**src/line_offset_direction_estimator_unit_assert.svh**
```systemverilog
// Assertion macros for the line offset and direction estimator.
`ifndef LINE_OFFSET_DIRECTION_ESTIMATOR_UNIT_ASSERT_SVH
`define LINE_OFFSET_DIRECTION_ESTIMATOR_UNIT_ASSERT_SVH

// Check a consequent in the same cycle as its antecedent.
`define LODE_ASSERT_IMPL(lbl, ante, cons, msg) \
    lbl: assert property (@(posedge clk) disable iff (!rst_n) (ante) |-> (cons)) \
        else $error(msg);

// Check a consequent in the cycle after its antecedent.
`define LODE_ASSERT_NEXT(lbl, ante, cons, msg) \
    lbl: assert property (@(posedge clk) disable iff (!rst_n) (ante) |=> (cons)) \
        else $error(msg);

`endif

```
**src/lode_pkg.sv**
```systemverilog
package lode_pkg;

    localparam int ROWS_DEFAULT = 28;

    localparam int COL_W      = 5;
    localparam int ROW_IDX_W  = 6;
    localparam int FOUND_W    = 5;
    localparam int WH_W       = 7;
    localparam int ACC_W      = 38;
    localparam int MOP_W      = 8;
    localparam int DIVN_W     = 58;
    localparam int DIVD_W     = 36;
    localparam int OUT_W      = 16;
    localparam int ANG_W      = 23;
    localparam int K_W        = 30;
    localparam int PROD_W     = ANG_W + K_W;
    localparam int STEP_W     = 6;
    localparam int OFF_SHIFT  = 16;
    localparam int ANG_SHIFT  = 21;
    localparam int DIR_SHIFT  = 37;
    localparam int OFF_NUM_W  = 22;
    localparam int OFF_RCP_W  = 27;
    localparam int OFF_RCP_SH = 29;

    localparam logic [K_W-1:0]   K_TWO_OVER_PI = 30'd683565276;
    localparam logic [ANG_W-1:0] ANG_LIMIT     = 23'd5242880;
    localparam logic [OUT_W-1:0] OFF_LIMIT     = 16'd16384;
    localparam logic [OUT_W-1:0] DIR_LIMIT     = 16'd24576;

    typedef struct packed {
        logic             row_has_line;
        logic [COL_W-1:0] line_column;
        logic             last_row;
    } lode_row_t;

    typedef struct packed {
        logic signed [OUT_W-1:0] offset_q14;
        logic signed [OUT_W-1:0] direction_q13;
        logic                    line_found;
        logic [FOUND_W-1:0]      found_row_index;
    } lode_result_t;

    typedef struct packed {
        logic                 seen;
        logic [ROW_IDX_W-1:0] first_row;
        logic [COL_W-1:0]     first_col;
    } lode_snap_t;

    typedef enum logic [3:0] {
        OP_LD,
        OP_MUL,
        OP_ST,
        OP_ADD,
        OP_SUB,
        OP_DIV,
        OP_BDIV,
        OP_STQ,
        OP_SCALE,
        OP_EMIT
    } lode_op_t;

    typedef enum logic [1:0] {
        SRC_W,
        SRC_H,
        SRC_DEN
    } lode_src_t;

    typedef enum logic [2:0] {
        MUL_W,
        MUL_H,
        MUL_15,
        MUL_5,
        MUL_3
    } lode_mul_t;

    typedef enum logic {
        DST_NUM,
        DST_DEN
    } lode_dst_t;

    typedef enum logic {
        DIV_OFF,
        DIV_ANG
    } lode_dsel_t;

    typedef enum logic {
        SEQ_IDLE,
        SEQ_RUN
    } lode_seq_state_t;

    typedef struct packed {
        lode_op_t          op;
        lode_src_t         src;
        lode_mul_t         mul;
        lode_dst_t         dst;
        lode_dsel_t        dsel;
        logic [STEP_W-1:0] target;
    } lode_uop_t;

    typedef struct packed {
        logic div_busy;
        logic out_blocked;
    } lode_seq_stat_t;

    function automatic lode_uop_t mk(input lode_op_t op, input lode_src_t src,
                                     input lode_mul_t mul, input lode_dst_t dst,
                                     input lode_dsel_t dsel,
                                     input logic [STEP_W-1:0] target);
        lode_uop_t u;
        u.op     = op;
        u.src    = src;
        u.mul    = mul;
        u.dst    = dst;
        u.dsel   = dsel;
        u.target = target;
        return u;
    endfunction

    function automatic lode_uop_t ucode(input logic [STEP_W-1:0] step);
        lode_uop_t u;
        case (step)
            6'd0:    u = mk(OP_STQ,   SRC_W,   MUL_W,  DST_NUM, DIV_OFF, '0);
            6'd1:    u = mk(OP_LD,    SRC_H,   MUL_W,  DST_NUM, DIV_OFF, '0);
            6'd2:    u = mk(OP_MUL,   SRC_W,   MUL_H,  DST_NUM, DIV_OFF, '0);
            6'd3:    u = mk(OP_MUL,   SRC_W,   MUL_H,  DST_NUM, DIV_OFF, '0);
            6'd4:    u = mk(OP_MUL,   SRC_W,   MUL_H,  DST_NUM, DIV_OFF, '0);
            6'd5:    u = mk(OP_ST,    SRC_W,   MUL_W,  DST_DEN, DIV_OFF, '0);
            6'd6:    u = mk(OP_MUL,   SRC_W,   MUL_W,  DST_NUM, DIV_OFF, '0);
            6'd7:    u = mk(OP_MUL,   SRC_W,   MUL_15, DST_NUM, DIV_OFF, '0);
            6'd8:    u = mk(OP_ST,    SRC_W,   MUL_W,  DST_NUM, DIV_OFF, '0);
            6'd9:    u = mk(OP_LD,    SRC_DEN, MUL_W,  DST_NUM, DIV_OFF, '0);
            6'd10:   u = mk(OP_MUL,   SRC_W,   MUL_H,  DST_NUM, DIV_OFF, '0);
            6'd11:   u = mk(OP_MUL,   SRC_W,   MUL_15, DST_NUM, DIV_OFF, '0);
            6'd12:   u = mk(OP_ST,    SRC_W,   MUL_W,  DST_DEN, DIV_OFF, '0);
            6'd13:   u = mk(OP_LD,    SRC_W,   MUL_W,  DST_NUM, DIV_OFF, '0);
            6'd14:   u = mk(OP_MUL,   SRC_W,   MUL_W,  DST_NUM, DIV_OFF, '0);
            6'd15:   u = mk(OP_MUL,   SRC_W,   MUL_W,  DST_NUM, DIV_OFF, '0);
            6'd16:   u = mk(OP_MUL,   SRC_W,   MUL_H,  DST_NUM, DIV_OFF, '0);
            6'd17:   u = mk(OP_MUL,   SRC_W,   MUL_H,  DST_NUM, DIV_OFF, '0);
            6'd18:   u = mk(OP_MUL,   SRC_W,   MUL_5,  DST_NUM, DIV_OFF, '0);
            6'd19:   u = mk(OP_SUB,   SRC_W,   MUL_W,  DST_NUM, DIV_OFF, '0);
            6'd20:   u = mk(OP_LD,    SRC_W,   MUL_W,  DST_NUM, DIV_OFF, '0);
            6'd21:   u = mk(OP_MUL,   SRC_W,   MUL_W,  DST_NUM, DIV_OFF, '0);
            6'd22:   u = mk(OP_MUL,   SRC_W,   MUL_W,  DST_NUM, DIV_OFF, '0);
            6'd23:   u = mk(OP_MUL,   SRC_W,   MUL_W,  DST_NUM, DIV_OFF, '0);
            6'd24:   u = mk(OP_MUL,   SRC_W,   MUL_W,  DST_NUM, DIV_OFF, '0);
            6'd25:   u = mk(OP_MUL,   SRC_W,   MUL_3,  DST_NUM, DIV_OFF, '0);
            6'd26:   u = mk(OP_ADD,   SRC_W,   MUL_W,  DST_NUM, DIV_OFF, '0);
            6'd27:   u = mk(OP_DIV,   SRC_W,   MUL_W,  DST_NUM, DIV_ANG, '0);
            6'd28:   u = mk(OP_BDIV,  SRC_W,   MUL_W,  DST_NUM, DIV_ANG, 6'd28);
            6'd29:   u = mk(OP_STQ,   SRC_W,   MUL_W,  DST_NUM, DIV_ANG, '0);
            6'd30:   u = mk(OP_SCALE, SRC_W,   MUL_W,  DST_NUM, DIV_ANG, '0);
            6'd31:   u = mk(OP_EMIT,  SRC_W,   MUL_W,  DST_NUM, DIV_ANG, '0);
            default: u = mk(OP_EMIT,  SRC_W,   MUL_W,  DST_NUM, DIV_ANG, '0);
        endcase
        return u;
    endfunction

endpackage

```
**src/lode_row_tracker.sv**
```systemverilog
module lode_row_tracker #(
    parameter int ROWS = lode_pkg::ROWS_DEFAULT
) (
    input  logic                 clk,
    input  logic                 rst_n,
    input  logic                 accept,
    input  lode_pkg::lode_row_t  row,
    output lode_pkg::lode_snap_t snap
);

    localparam int CNT_W = $clog2(ROWS + 1);
    localparam int IDX_W = $clog2(ROWS);
    localparam int RIW   = lode_pkg::ROW_IDX_W;
    localparam int CW    = lode_pkg::COL_W;

    logic [CNT_W-1:0] cnt_reg, cnt_next, cnt_upd;
    logic             seen_reg, seen_next, seen_upd;
    logic [IDX_W-1:0] frow_reg, frow_next, frow_upd;
    logic [CW-1:0]    fcol_reg, fcol_next, fcol_upd;
    logic             in_range;
    logic             take;

    always_ff @(posedge clk or negedge rst_n)
    begin
        if (!rst_n)
        begin
            cnt_reg  <= '0;
            seen_reg <= 1'b0;
            frow_reg <= '0;
            fcol_reg <= '0;
        end
        else
        begin
            cnt_reg  <= cnt_next;
            seen_reg <= seen_next;
            frow_reg <= frow_next;
            fcol_reg <= fcol_next;
        end
    end

    always_comb
    begin
        in_range = (cnt_reg < CNT_W'(ROWS));
        take     = in_range && row.row_has_line && !seen_reg;
        seen_upd = seen_reg | take;
        frow_upd = take ? cnt_reg[IDX_W-1:0] : frow_reg;
        fcol_upd = take ? row.line_column : fcol_reg;
        cnt_upd  = in_range ? cnt_reg + 1'b1 : cnt_reg;

        snap.seen      = seen_upd;
        snap.first_row = RIW'(frow_upd);
        snap.first_col = fcol_upd;

        cnt_next  = cnt_reg;
        seen_next = seen_reg;
        frow_next = frow_reg;
        fcol_next = fcol_reg;
        if (accept)
        begin
            if (row.last_row)
            begin
                cnt_next  = '0;
                seen_next = 1'b0;
                frow_next = '0;
                fcol_next = '0;
            end
            else
            begin
                cnt_next  = cnt_upd;
                seen_next = seen_upd;
                frow_next = frow_upd;
                fcol_next = fcol_upd;
            end
        end
    end

endmodule

```
**src/lode_sequencer.sv**
```systemverilog
module lode_sequencer (
    input  logic                     clk,
    input  logic                     rst_n,
    input  logic                     start,
    input  lode_pkg::lode_seq_stat_t stat,
    output logic                     exec,
    output lode_pkg::lode_uop_t      uop
);

    lode_pkg::lode_seq_state_t     state_reg, state_next;
    logic [lode_pkg::STEP_W-1:0]   pc_reg, pc_next;

    always_ff @(posedge clk or negedge rst_n)
    begin
        if (!rst_n)
        begin
            state_reg <= lode_pkg::SEQ_IDLE;
            pc_reg    <= '0;
        end
        else
        begin
            state_reg <= state_next;
            pc_reg    <= pc_next;
        end
    end

    always_comb
    begin
        uop        = lode_pkg::ucode(pc_reg);
        exec       = (state_reg == lode_pkg::SEQ_RUN);
        state_next = state_reg;
        pc_next    = pc_reg;
        case (state_reg)
            lode_pkg::SEQ_IDLE:
            begin
                if (start)
                begin
                    state_next = lode_pkg::SEQ_RUN;
                    pc_next    = '0;
                end
            end
            lode_pkg::SEQ_RUN:
            begin
                case (uop.op)
                    lode_pkg::OP_BDIV:
                    begin
                        pc_next = stat.div_busy ? uop.target : pc_reg + 1'b1;
                    end
                    lode_pkg::OP_EMIT:
                    begin
                        if (!stat.out_blocked)
                        begin
                            state_next = lode_pkg::SEQ_IDLE;
                            pc_next    = '0;
                        end
                    end
                    default:
                    begin
                        pc_next = pc_reg + 1'b1;
                    end
                endcase
            end
            default:
            begin
                state_next = lode_pkg::SEQ_IDLE;
                pc_next    = '0;
            end
        endcase
    end

endmodule

```
**src/lode_divider.sv**
```systemverilog
module lode_divider (
    input  logic                        clk,
    input  logic                        rst_n,
    input  logic                        start,
    input  logic [lode_pkg::DIVN_W-1:0] dividend,
    input  logic [lode_pkg::DIVD_W-1:0] divisor,
    output logic                        busy,
    output logic [lode_pkg::DIVN_W-1:0] quotient
);

    localparam int NW = lode_pkg::DIVN_W;
    localparam int DW = lode_pkg::DIVD_W;
    localparam int CW = $clog2(NW + 1);

    logic [NW-1:0] quo_reg, quo_next;
    logic [DW-1:0] rem_reg, rem_next;
    logic [DW-1:0] dsr_reg, dsr_next;
    logic [CW-1:0] cnt_reg, cnt_next;
    logic          busy_reg, busy_next;
    logic [DW:0]   shifted;
    logic [DW:0]   diff;

    always_ff @(posedge clk or negedge rst_n)
    begin
        if (!rst_n)
        begin
            busy_reg <= 1'b0;
            cnt_reg  <= '0;
        end
        else
        begin
            busy_reg <= busy_next;
            cnt_reg  <= cnt_next;
        end
    end

    always_ff @(posedge clk)
    begin
        quo_reg <= quo_next;
        rem_reg <= rem_next;
        dsr_reg <= dsr_next;
    end

    always_comb
    begin
        shifted   = {rem_reg, quo_reg[NW-1]};
        diff      = shifted - {1'b0, dsr_reg};
        quo_next  = quo_reg;
        rem_next  = rem_reg;
        dsr_next  = dsr_reg;
        cnt_next  = cnt_reg;
        busy_next = busy_reg;
        if (start)
        begin
            quo_next  = dividend;
            rem_next  = '0;
            dsr_next  = divisor;
            cnt_next  = CW'(NW);
            busy_next = 1'b1;
        end
        else if (busy_reg)
        begin
            rem_next = diff[DW] ? shifted[DW-1:0] : diff[DW-1:0];
            quo_next = {quo_reg[NW-2:0], !diff[DW]};
            cnt_next = cnt_reg - 1'b1;
            if (cnt_reg == CW'(1))
            begin
                busy_next = 1'b0;
            end
        end
    end

    assign busy     = busy_reg;
    assign quotient = quo_reg;

endmodule

```
**src/lode_datapath.sv**
```systemverilog
module lode_datapath #(
    parameter int ROWS = lode_pkg::ROWS_DEFAULT
) (
    input  logic                   clk,
    input  logic                   rst_n,
    input  logic                   load,
    input  lode_pkg::lode_snap_t   snap,
    input  logic                   exec,
    input  lode_pkg::lode_uop_t    uop,
    output logic                   div_busy,
    output lode_pkg::lode_result_t result
);

    localparam int HALF   = ROWS / 2;
    localparam int WH_W   = lode_pkg::WH_W;
    localparam int ACC_W  = lode_pkg::ACC_W;
    localparam int MOP_W  = lode_pkg::MOP_W;
    localparam int NW     = lode_pkg::DIVN_W;
    localparam int DW     = lode_pkg::DIVD_W;
    localparam int OUT_W  = lode_pkg::OUT_W;
    localparam int ANG_W  = lode_pkg::ANG_W;
    localparam int PROD_W = lode_pkg::PROD_W;
    localparam int DSH    = lode_pkg::DIR_SHIFT;
    localparam int FW     = lode_pkg::FOUND_W;
    localparam int ONW    = lode_pkg::OFF_NUM_W;
    localparam int OPW    = lode_pkg::OFF_NUM_W + lode_pkg::OFF_RCP_W;
    localparam int OQW    = OPW - lode_pkg::OFF_RCP_SH;
    localparam longint OFF_RCP = ((longint'(1) << lode_pkg::OFF_RCP_SH) + 2 * ROWS - 1)
                                 / (2 * ROWS);

    logic signed [WH_W-1:0]        w_reg, w_load;
    logic [WH_W-1:0]               h_reg, h_load;
    logic                          seen_reg;
    logic [FW-1:0]                 frow_reg;
    logic signed [ACC_W-1:0]       acc_reg, num_reg, den_reg;
    logic signed [OUT_W-1:0]       off_reg;
    logic [ANG_W-1:0]              ang_mag_reg;
    logic                          ang_neg_reg;
    logic [PROD_W-1:0]             prod_reg, prod_next;

    logic signed [ACC_W-1:0]       src_val, dst_val;
    logic signed [MOP_W-1:0]       mop;
    logic signed [ACC_W+MOP_W-1:0] mprod;
    logic [WH_W-1:0]               w_mag;
    logic [ACC_W-1:0]              num_mag;
    logic                          div_start;
    logic [NW-1:0]                 dividend;
    logic [DW-1:0]                 divisor;
    logic [NW-1:0]                 quotient;
    logic [ONW-1:0]                off_num;
    logic [OPW-1:0]                off_prod;
    logic [OQW-1:0]                off_quo;
    logic [OUT_W-1:0]              off_sat;
    logic [ANG_W-1:0]              ang_sat;
    logic [PROD_W-1:0]             rnd;
    logic [OUT_W-1:0]              dmag, dsat;

    lode_divider u_div (
        .clk      (clk),
        .rst_n    (rst_n),
        .start    (div_start),
        .dividend (dividend),
        .divisor  (divisor),
        .busy     (div_busy),
        .quotient (quotient)
    );

    always_comb
    begin
        w_load = snap.seen ? WH_W'(HALF) - WH_W'(snap.first_col) : WH_W'(HALF);
        h_load = snap.seen ? WH_W'(ROWS) - WH_W'(snap.first_row) : WH_W'(HALF);

        case (uop.src)
            lode_pkg::SRC_W:   src_val = ACC_W'(w_reg);
            lode_pkg::SRC_H:   src_val = ACC_W'(h_reg);
            lode_pkg::SRC_DEN: src_val = den_reg;
            default:           src_val = '0;
        endcase

        case (uop.mul)
            lode_pkg::MUL_W:  mop = MOP_W'(w_reg);
            lode_pkg::MUL_H:  mop = MOP_W'(h_reg);
            lode_pkg::MUL_15: mop = 8'sd15;
            lode_pkg::MUL_5:  mop = 8'sd5;
            lode_pkg::MUL_3:  mop = 8'sd3;
            default:          mop = '0;
        endcase
        mprod = acc_reg * mop;

        dst_val = (uop.dst == lode_pkg::DST_NUM) ? num_reg : den_reg;

        w_mag   = w_reg[WH_W-1] ? -w_reg : w_reg;
        num_mag = num_reg[ACC_W-1] ? -num_reg : num_reg;

        div_start = exec && (uop.op == lode_pkg::OP_DIV);
        dividend  = (NW'(num_mag) << lode_pkg::ANG_SHIFT) + NW'(den_reg);
        divisor   = {den_reg[DW-2:0], 1'b0};

        off_num  = (ONW'(w_mag) << lode_pkg::OFF_SHIFT) + ONW'(ROWS);
        off_prod = off_num * OPW'(OFF_RCP);
        off_quo  = off_prod[OPW-1:lode_pkg::OFF_RCP_SH];
        off_sat  = (off_quo > OQW'(lode_pkg::OFF_LIMIT)) ? lode_pkg::OFF_LIMIT
                                                         : off_quo[OUT_W-1:0];
        ang_sat = (quotient > NW'(lode_pkg::ANG_LIMIT)) ? lode_pkg::ANG_LIMIT
                                                        : quotient[ANG_W-1:0];

        prod_next = ang_mag_reg * lode_pkg::K_TWO_OVER_PI;

        rnd  = prod_reg + (PROD_W'(1) << (DSH - 1));
        dmag = OUT_W'(rnd[PROD_W-1:DSH]);
        dsat = (dmag > lode_pkg::DIR_LIMIT) ? lode_pkg::DIR_LIMIT : dmag;

        result.offset_q14      = off_reg;
        result.direction_q13   = ang_neg_reg ? -dsat : dsat;
        result.line_found      = seen_reg;
        result.found_row_index = seen_reg ? frow_reg : '0;
    end

    always_ff @(posedge clk)
    begin
        if (load)
        begin
            w_reg    <= w_load;
            h_reg    <= h_load;
            seen_reg <= snap.seen;
            frow_reg <= snap.first_row[FW-1:0];
        end
        if (exec)
        begin
            case (uop.op)
                lode_pkg::OP_LD:  acc_reg <= src_val;
                lode_pkg::OP_MUL: acc_reg <= mprod[ACC_W-1:0];
                lode_pkg::OP_ST,
                lode_pkg::OP_ADD,
                lode_pkg::OP_SUB:
                begin
                    if (uop.dst == lode_pkg::DST_NUM)
                    begin
                        num_reg <= (uop.op == lode_pkg::OP_ST)  ? acc_reg :
                                   (uop.op == lode_pkg::OP_ADD) ? dst_val + acc_reg :
                                                                  dst_val - acc_reg;
                    end
                    else
                    begin
                        den_reg <= (uop.op == lode_pkg::OP_ST)  ? acc_reg :
                                   (uop.op == lode_pkg::OP_ADD) ? dst_val + acc_reg :
                                                                  dst_val - acc_reg;
                    end
                end
                lode_pkg::OP_STQ:
                begin
                    if (uop.dsel == lode_pkg::DIV_OFF)
                    begin
                        off_reg <= w_reg[WH_W-1] ? -off_sat : off_sat;
                    end
                    else
                    begin
                        ang_mag_reg <= ang_sat;
                        ang_neg_reg <= num_reg[ACC_W-1];
                    end
                end
                lode_pkg::OP_SCALE: prod_reg <= prod_next;
                default:
                begin
                end
            endcase
        end
    end

endmodule

```
**src/line_offset_direction_estimator_unit.sv**
```systemverilog
// channel  dir  handshake            payload
// row      in   row_valid/row_stall  lode_row_t: row_has_line, line_column, last_row
// res      out  res_valid/res_stall  lode_result_t: offset_q14, direction_q13,
//                                    line_found, found_row_index
//
// A row that is not the last one is taken while row_stall is low and updates the line search.
// The last row starts the microcode sequencer; row_stall holds while it runs the
// offset store and arithmetic steps, waits on the 58-step restoring divider, then
// stores the quotient, scales and emits.
// Reset is asynchronous and clears the search state, the sequencer and res_valid.
// The result waits in the output register; rows are taken meanwhile, and the
// sequencer holds on its final step if the previous result is still stalled.
`include "line_offset_direction_estimator_unit_assert.svh"

module line_offset_direction_estimator_unit #(
    parameter int ROWS = lode_pkg::ROWS_DEFAULT
) (
    input  logic                   clk,
    input  logic                   rst_n,
    input  logic                   row_valid,
    output logic                   row_stall,
    input  lode_pkg::lode_row_t    row_item,
    output logic                   res_valid,
    input  logic                   res_stall,
    output lode_pkg::lode_result_t res_item
);

    lode_pkg::lode_snap_t     snap;
    lode_pkg::lode_seq_stat_t stat;
    lode_pkg::lode_uop_t      uop;
    lode_pkg::lode_result_t   result;
    lode_pkg::lode_result_t   res_item_reg;
    logic                     res_valid_reg, res_valid_next;
    logic                     exec;
    logic                     div_busy;
    logic                     row_accept;
    logic                     start;
    logic                     emit;

    lode_row_tracker #(
        .ROWS (ROWS)
    ) u_tracker (
        .clk    (clk),
        .rst_n  (rst_n),
        .accept (row_accept),
        .row    (row_item),
        .snap   (snap)
    );

    lode_sequencer u_seq (
        .clk   (clk),
        .rst_n (rst_n),
        .start (start),
        .stat  (stat),
        .exec  (exec),
        .uop   (uop)
    );

    lode_datapath #(
        .ROWS (ROWS)
    ) u_dp (
        .clk      (clk),
        .rst_n    (rst_n),
        .load     (start),
        .snap     (snap),
        .exec     (exec),
        .uop      (uop),
        .div_busy (div_busy),
        .result   (result)
    );

    always_comb
    begin
        row_stall        = exec;
        row_accept       = row_valid && !row_stall;
        start            = row_accept && row_item.last_row;
        stat.div_busy    = div_busy;
        stat.out_blocked = res_valid_reg && res_stall;
        emit             = exec && (uop.op == lode_pkg::OP_EMIT) && !stat.out_blocked;
        if (emit)
        begin
            res_valid_next = 1'b1;
        end
        else if (res_valid_reg && !res_stall)
        begin
            res_valid_next = 1'b0;
        end
        else
        begin
            res_valid_next = res_valid_reg;
        end
    end

    always_ff @(posedge clk or negedge rst_n)
    begin
        if (!rst_n)
        begin
            res_valid_reg <= 1'b0;
        end
        else
        begin
            res_valid_reg <= res_valid_next;
        end
    end

    always_ff @(posedge clk)
    begin
        if (emit)
        begin
            res_item_reg <= result;
        end
    end

    assign res_valid = res_valid_reg;
    assign res_item  = res_item_reg;

    `LODE_ASSERT_IMPL(a_emit_after_divide, emit, !div_busy, "result formed while divider busy")
    `LODE_ASSERT_IMPL(a_no_row_while_divide, div_busy, !row_accept, "row taken while divider busy")
    `LODE_ASSERT_NEXT(a_last_row_starts, start, row_stall, "last row did not start sequencer")
    `LODE_ASSERT_IMPL(a_result_from_run, $rose(res_valid), $past(exec), "result without sequencer run")

endmodule
```
**config.mk**
```make
export PLATFORM = sky130hd
export DESIGN_NAME = line_offset_direction_estimator_unit
export DESIGN_NICKNAME = d
export VERILOG_FILES = /design/src/lode_pkg.sv /design/src/lode_row_tracker.sv /design/src/lode_sequencer.sv /design/src/lode_divider.sv /design/src/lode_datapath.sv /design/src/line_offset_direction_estimator_unit.sv
export VERILOG_INCLUDE_DIRS = /design/src /design/src/src
export SDC_FILE = /design/constraint.sdc
export NUM_CORES = 2
export LEC_CHECK = 0
export BUFFER_PORTS_ARGS = -buffer_cell sky130_fd_sc_hd__buf_2
export CAP_MARGIN = 15
export CORE_ASPECT_RATIO = 0.75
export CORE_UTILIZATION = 40
export CTS_BUF_LIST = sky130_fd_sc_hd__clkbuf_8
export CTS_CLUSTER_DIAMETER = 40
export DETAILED_ROUTE_END_ITERATION = 6
export HOLD_SLACK_MARGIN = 0.06
export PLACE_DENSITY = 0.58
export SKIP_LAST_GASP = 1
export SLEW_MARGIN = 20
export SYNTH_ARGS = -nofsm -noshare
export SYNTH_HDL_FRONTEND = slang
export SYNTH_SLANG_ARGS = --single-unit
export TNS_END_PERCENT = 5
```
**constraint.sdc**
```tcl
create_clock -name clk -period 13.11 [get_ports clk]
set_input_delay 1.311 -clock clk [delete_from_list [all_inputs] [get_ports clk]]
set_output_delay 1.311 -clock clk [all_outputs]
set_load 0.01 [all_outputs]
```
* Word-level counts from Yosys, hierarchy flattened
Memory sizes are Yosys's and may differ from the RTL's. Index checks and enable logic that the tools add are counted.
Word-level totals: register bits after elaboration 422, bits in read-only memories 448, input port bits 11, memories kept 1
Memory list:
- (no name shown) | words 32, width 14, read ports 1, clocked after memory_dff 0, write ports 0, line lode_pkg.sv:121 | case (step)
Operators by class: $add $sub $neg 15, multiply operators 3, magnitude comparators 4, equality and inequality tests 18, multiplexer cells 39, bitwise operators 4, reductions and logical operators 30
Operators by type and width (count):
- 58-bit 2-to-1 mux | 2
- 38-bit 2-to-1 mux | 3
- 38-bit case mux with 3 select lines | 1
- 38-bit case mux with 2 select lines | 1
- 16-bit 2-to-1 mux | 4
- 58-bit adder | 1
- 58-bit by 23-bit greater-than comparator with 1-bit output (second input constant) | 1
- 53-bit by 37-bit adder with 53-bit output (second input constant) | 1
- 23-bit by 28-bit multiplier with 51-bit output (second input constant) | 1
- 22-bit by 24-bit multiplier with 46-bit output (second input constant) | 1
- 8-bit case mux with 5 select lines | 1
- 38-bit adder | 1
- 38-bit by 8-bit multiplier with 38-bit output | 1
- 38-bit subtractor | 1
- 37-bit 2-to-1 mux | 1
- 37-bit negator | 1
- 37-bit by 36-bit subtractor with 37-bit output | 1
- 36-bit 2-to-1 mux | 1
- 6-bit 2-to-1 mux | 6
- 16-bit negator | 2
- 5-bit 2-to-1 mux | 6
- 6-bit case mux with 2 select lines | 2
- 22-bit by 5-bit adder with 22-bit output (second input constant) | 1
- 17-bit by 15-bit greater-than comparator with 1-bit output (second input constant) | 1
- 34 further kinds | 71

* Depth between registers and ports, before layout
depth after elaboration 8, depth in mapped cells 29, gate-level depth less buffers 29

* Modules after synthesis
Synthesis repeated with hierarchy kept, for this count alone.
Unflattened totals: cells, all modules 4788, area total of the unflattened synthesis 46328.2 sq um
Modules (own cells, without submodules):
- lode_datapath | instances 1, cells an instance 3814, area each 35375.2 sq um
- lode_divider | instances 1, cells an instance 716, area each 7796.2 sq um
- line_offset_direction_estimator_unit | instances 1, cells an instance 45, area each 1216.2 sq um
- lode_row_tracker | instances 1, cells an instance 100, area each 1017.2 sq um
- lode_sequencer | instances 1, cells an instance 113, area each 923.4 sq um

* Least setup slack after synthesis
OpenSTA, ideal clock, no wires.
path kind reg2reg, start reg u_seq.pc_reg[1] (netlist name), end reg u_dp.acc_reg[34] (data pin), setup time 263 ps, arrival 7010 ps, data required time 12847 ps, setup slack 5836 ps, cell stages (with the launch flop) 30, buffers on the path 1, clock period less this slack 7274 ps, cells stage by stage dfrtp_1 > inv_1 > ha_1 > or3b_2 > a21oi_1 > nand2_1 > a21oi_1 > a31oi_1 > a21oi_1 > clkbuf_1 > nor2b_1 > fa_1 > inv_1 > fa_1 > inv_1 > fa_1 > inv_1 > fa_1 > inv_1 > ha_1 > o21a_1 > o31ai_1 > a211oi_1 > o31a_1 > o2111ai_1 > a21bo_2 > o31a_1 > o21bai_1 > or3_1 > o2bb2ai_1
Between the ends: longest elaborated chain between the ends 6
Ends and longest elaborated chain:
- start: declaration | line lode_sequencer.sv:11 | logic [lode_pkg::STEP_W-1:0] pc_reg, pc_next;
- start signal: assignment | line lode_sequencer.sv:23 | pc_reg <= pc_next;
- memory read 32 x 14 bit (*)
- 17-bit 2-to-1 mux (*) | line lode_pkg.sv:121
- 3-bit == test (tied with other cells) | line lode_datapath.sv:80 | case (uop.mul)
- 8-bit case mux with 5 select lines | line lode_datapath.sv:80
- 38-bit by 8-bit multiplier with 38-bit output | line lode_datapath.sv:88 | mprod = acc_reg * mop;
- 38-bit case mux with 2 select lines (*) | line lode_datapath.sv:130 | case (uop.op)
- end signal: assignment | line lode_datapath.sv:131 | lode_pkg::OP_LD: acc_reg <= src_val;
- end signal: assignment | line lode_datapath.sv:132 | lode_pkg::OP_MUL: acc_reg <= mprod[ACC_W-1:0];
- end: declaration | line lode_datapath.sv:35 | logic signed [ACC_W-1:0] acc_reg, num_reg, den_reg;
Every way passes the cells marked *; elsewhere a longest branch is shown, timed or not. A chain may end at the register's enable or synchronous reset.

* Worst setup path in the final report
start reg u_seq.pc_reg[2] (netlist name), end reg u_dp.acc_reg[34] (data pin)
Same word-level chain as after synthesis.

==> results_dict.tcl <==
set metrics [dict create \
    hold_class "reg2reg" \
    max-clock-path-buffers 3 \
    ys.flop_type "edfxtp_1" \
    synth.top_cells.by_count "inv_1, ha_1, nand2_1, fa_1, edfxtp_1" \
    relSlewSlack 0.288 \
    routedWlPerCell_um 19.7 \
    final-max-slew-violation-count 0 \
    crit_path_max_fanout 37 \
    synth.top_cell.area_share 0.215 \
    ant_nets 0 \
    required_ps 13540 \
    wirelength_um 123000 \
    antenna_found_initial 3 \
    grt_overflow 0 \
    gr-usage-all-layers 0.217 \
    rows 105 \
    regToRegEndpoint "u_dp.acc_reg[34]" \
    cts_root_buf "clkbuf_8" \
    cts.sinks 387 \
    area_growth_syn_to_layout_pct 7.79 \
    tightest_slew_ps 1070 \
    cts_buffers 80 \
    crit_arrival_ps 8600 \
    grt_max_degree 80 \
    reg2reg_slack_ps 4940 \
    hold_depth 0 \
    drt_iter0_drc 2543 \
    max_cap_violations 0 \
    fmax_mhz 122 \
    grt_pass1_vias 32700 \
    drive_above_1_share 0.0615 \
    hp-start "u_dp.off_reg[3]" \
    status "finished clean" \
    clock_latency_ps 710 \
    finalHoldViolCount 0 \
    setup.worst_path.start_class "flop" \
    dieHeight_um 292 \
    setup_viol 0 \
    largest_reg_flops 58 \
    r2r-start "u_seq.pc_reg[2]" \
    coreArea_sq_mm 0.110 \
    period_needed_ps 8170 \
    die_area_sq_mm 0.113 \
    grt_pass1_wl_um 192000 \
    path_clk_slew_ps 60 \
    post_cts_buffers 0 \
    critPathCaptureType "flop" \
    async_flop_share 0.0801 \
    syn_nets 5716 \
    syn_area_sq_mm 0.0448 \
    ys_warn_count 0 \
    die-width_um 388 \
    rsz0062_at_grt "false" \
    synth_seq_cells 387 \
    ys_seq_area_frac 0.248 \
    crit_type "reg2reg" \
    fin_worst_skew_ps 51.9 \
    synth_area_leaders "edfxtp_1, fa_1, ha_1" \
    num-nets-final 5722 \
    synth_edf_count 320 \
    synth_cell_type_count 92 \
    synth.most_common_cell "inv_1" \
    fill_cells 10700 \
    dp_hpwl_um 97100 \
    drc 0 \
    reg2reg_depth 27 \
    portBuffers 50 \
    syn_inst 4720 \
    drt_first_pass_iters 5 \
    hold_end "res_item[25]" \
    synth_area_per_cell_sq_um 9.49 \
    post_cts_resized 0 \
    synth_top_cell_by_area "edfxtp_1" \
    hold_buffers 0 \
    vias_per_cell 5.37 \
    io_pins 51 \
    htree_levels 3 \
    initial_core_util 0.406 \
    tritoncts "yes" \
    vias 33500 \
    tns_ps 0 \
    fin_crit_sh 0.623 \
    gp_congestion 0.933 \
]
## layout by cell type (no fill, tap or decap), types with 29 or more instances in the layout
cell type / n
and2_1: 123
nor2b_1: 97
nand3_1: 56
mux2i_1: 36
ha_1: 567
and3_1: 36
o21ai_0: 249
dfxtp_1: 36
inv_1: 736
edfxtp_1: 320
xnor2_1: 178
a21oi_1: 244
nor3_1: 51
o31ai_1: 29
a211oi_1: 54
a31oi_1: 35
clkbuf_8: 83
nand2b_1: 48
buf_2: 50
fa_1: 418
nand2_1: 442
dfrtp_1: 31
buf_4: 33
xor2_1: 89
nor2_1: 195
a21o_1: 99
## cells by family after synthesis
| logic type | count (synthesis) | share of synthesized area |
|---|---|---|
| compound gates | 924 | 0.131 |
| xor+xnor | 271 | 0.0538 |
| fa+ha+maj | 985 | 0.345 |
| buf+inv | 883 | 0.0743 |
| flops | 387 | 0.248 |
| mux | 60 | 0.0141 |
| simple gates | 1210 | 0.134 |
## routing by layer
layer  global-route usage  wire, um
met1                0.343     62900
met4               0.0372      1690
met3               0.0517      9800
met2                0.296     48100
met5               0.0114       181
## metrics by stage
stage               utilization  hold WS (ps)  cell area, sq um  std cells  setup slack, ps
floorplan                     -           400             44800       4720             5840
global placement          0.423           402             46600       6088             5060
detailed placement        0.423           405             46600       6088             5010
CTS                       0.438           412             48300       6237             5020
global route              0.438           421             48300       6238             4420
finish                    0.438           413             48300       6240             4940
## critical path, cell delays in order, from the launching register on
cell and delay [ps]:
dfrtp_1 620, clkinv_1 400, ha_1 340, mux2_2 280, a2bb2oi_1 540, a31oi_1 220
a21oi_4 140, buf_4 430, nor2b_1 130, fa_1 530, inv_1 50, fa_1 490
inv_1 50, fa_1 470, inv_1 50, fa_1 520, inv_1 40, ha_1 350
o21a_1 220, o31ai_1 90, a211oi_1 160, o31a_1 380, o2111ai_1 390, a21bo_2 250
o31a_1 180, o21bai_1 120, or3_1 320, o2bb2ai_1 130
## worst max-delay path by stage
stage / from / endpoint / slack, ps / depth (start not counted)
finish: u_seq.pc_reg[2] / u_dp.acc_reg[34] / 4940 / 27
global route: u_seq.pc_reg[2] / u_dp.acc_reg[34] / 4420 / 26
CTS: u_seq.pc_reg[2] / u_dp.acc_reg[34] / 5020 / 27
detailed placement: u_seq.pc_reg[2] / u_dp.acc_reg[34] / 5010 / 27
global placement: u_dp.w_reg[5] / u_dp.off_reg[12] / 5060 / 26
floorplan: u_seq.pc_reg[1] / u_dp.acc_reg[34] / 5840 / 29
## final cells by class
class,instances,area (sq um),area share
Multi-Input combinational cell,3450,30500,0.631
Inverter,724,2720,0.0563
Clock buffer,83,1140,0.0237
Sequential cell,387,11100,0.230
Clock inverter,66,519,0.0108
Tap cell,1444,1810,0.0374
Timing Repair Buffer,83,498,0.0103
Antenna cell,3,7.51,0.000156
Power is left out: the tool's default activity adds up to more than one toggle a clock period on the data nets, which glitch-free logic cannot reach.
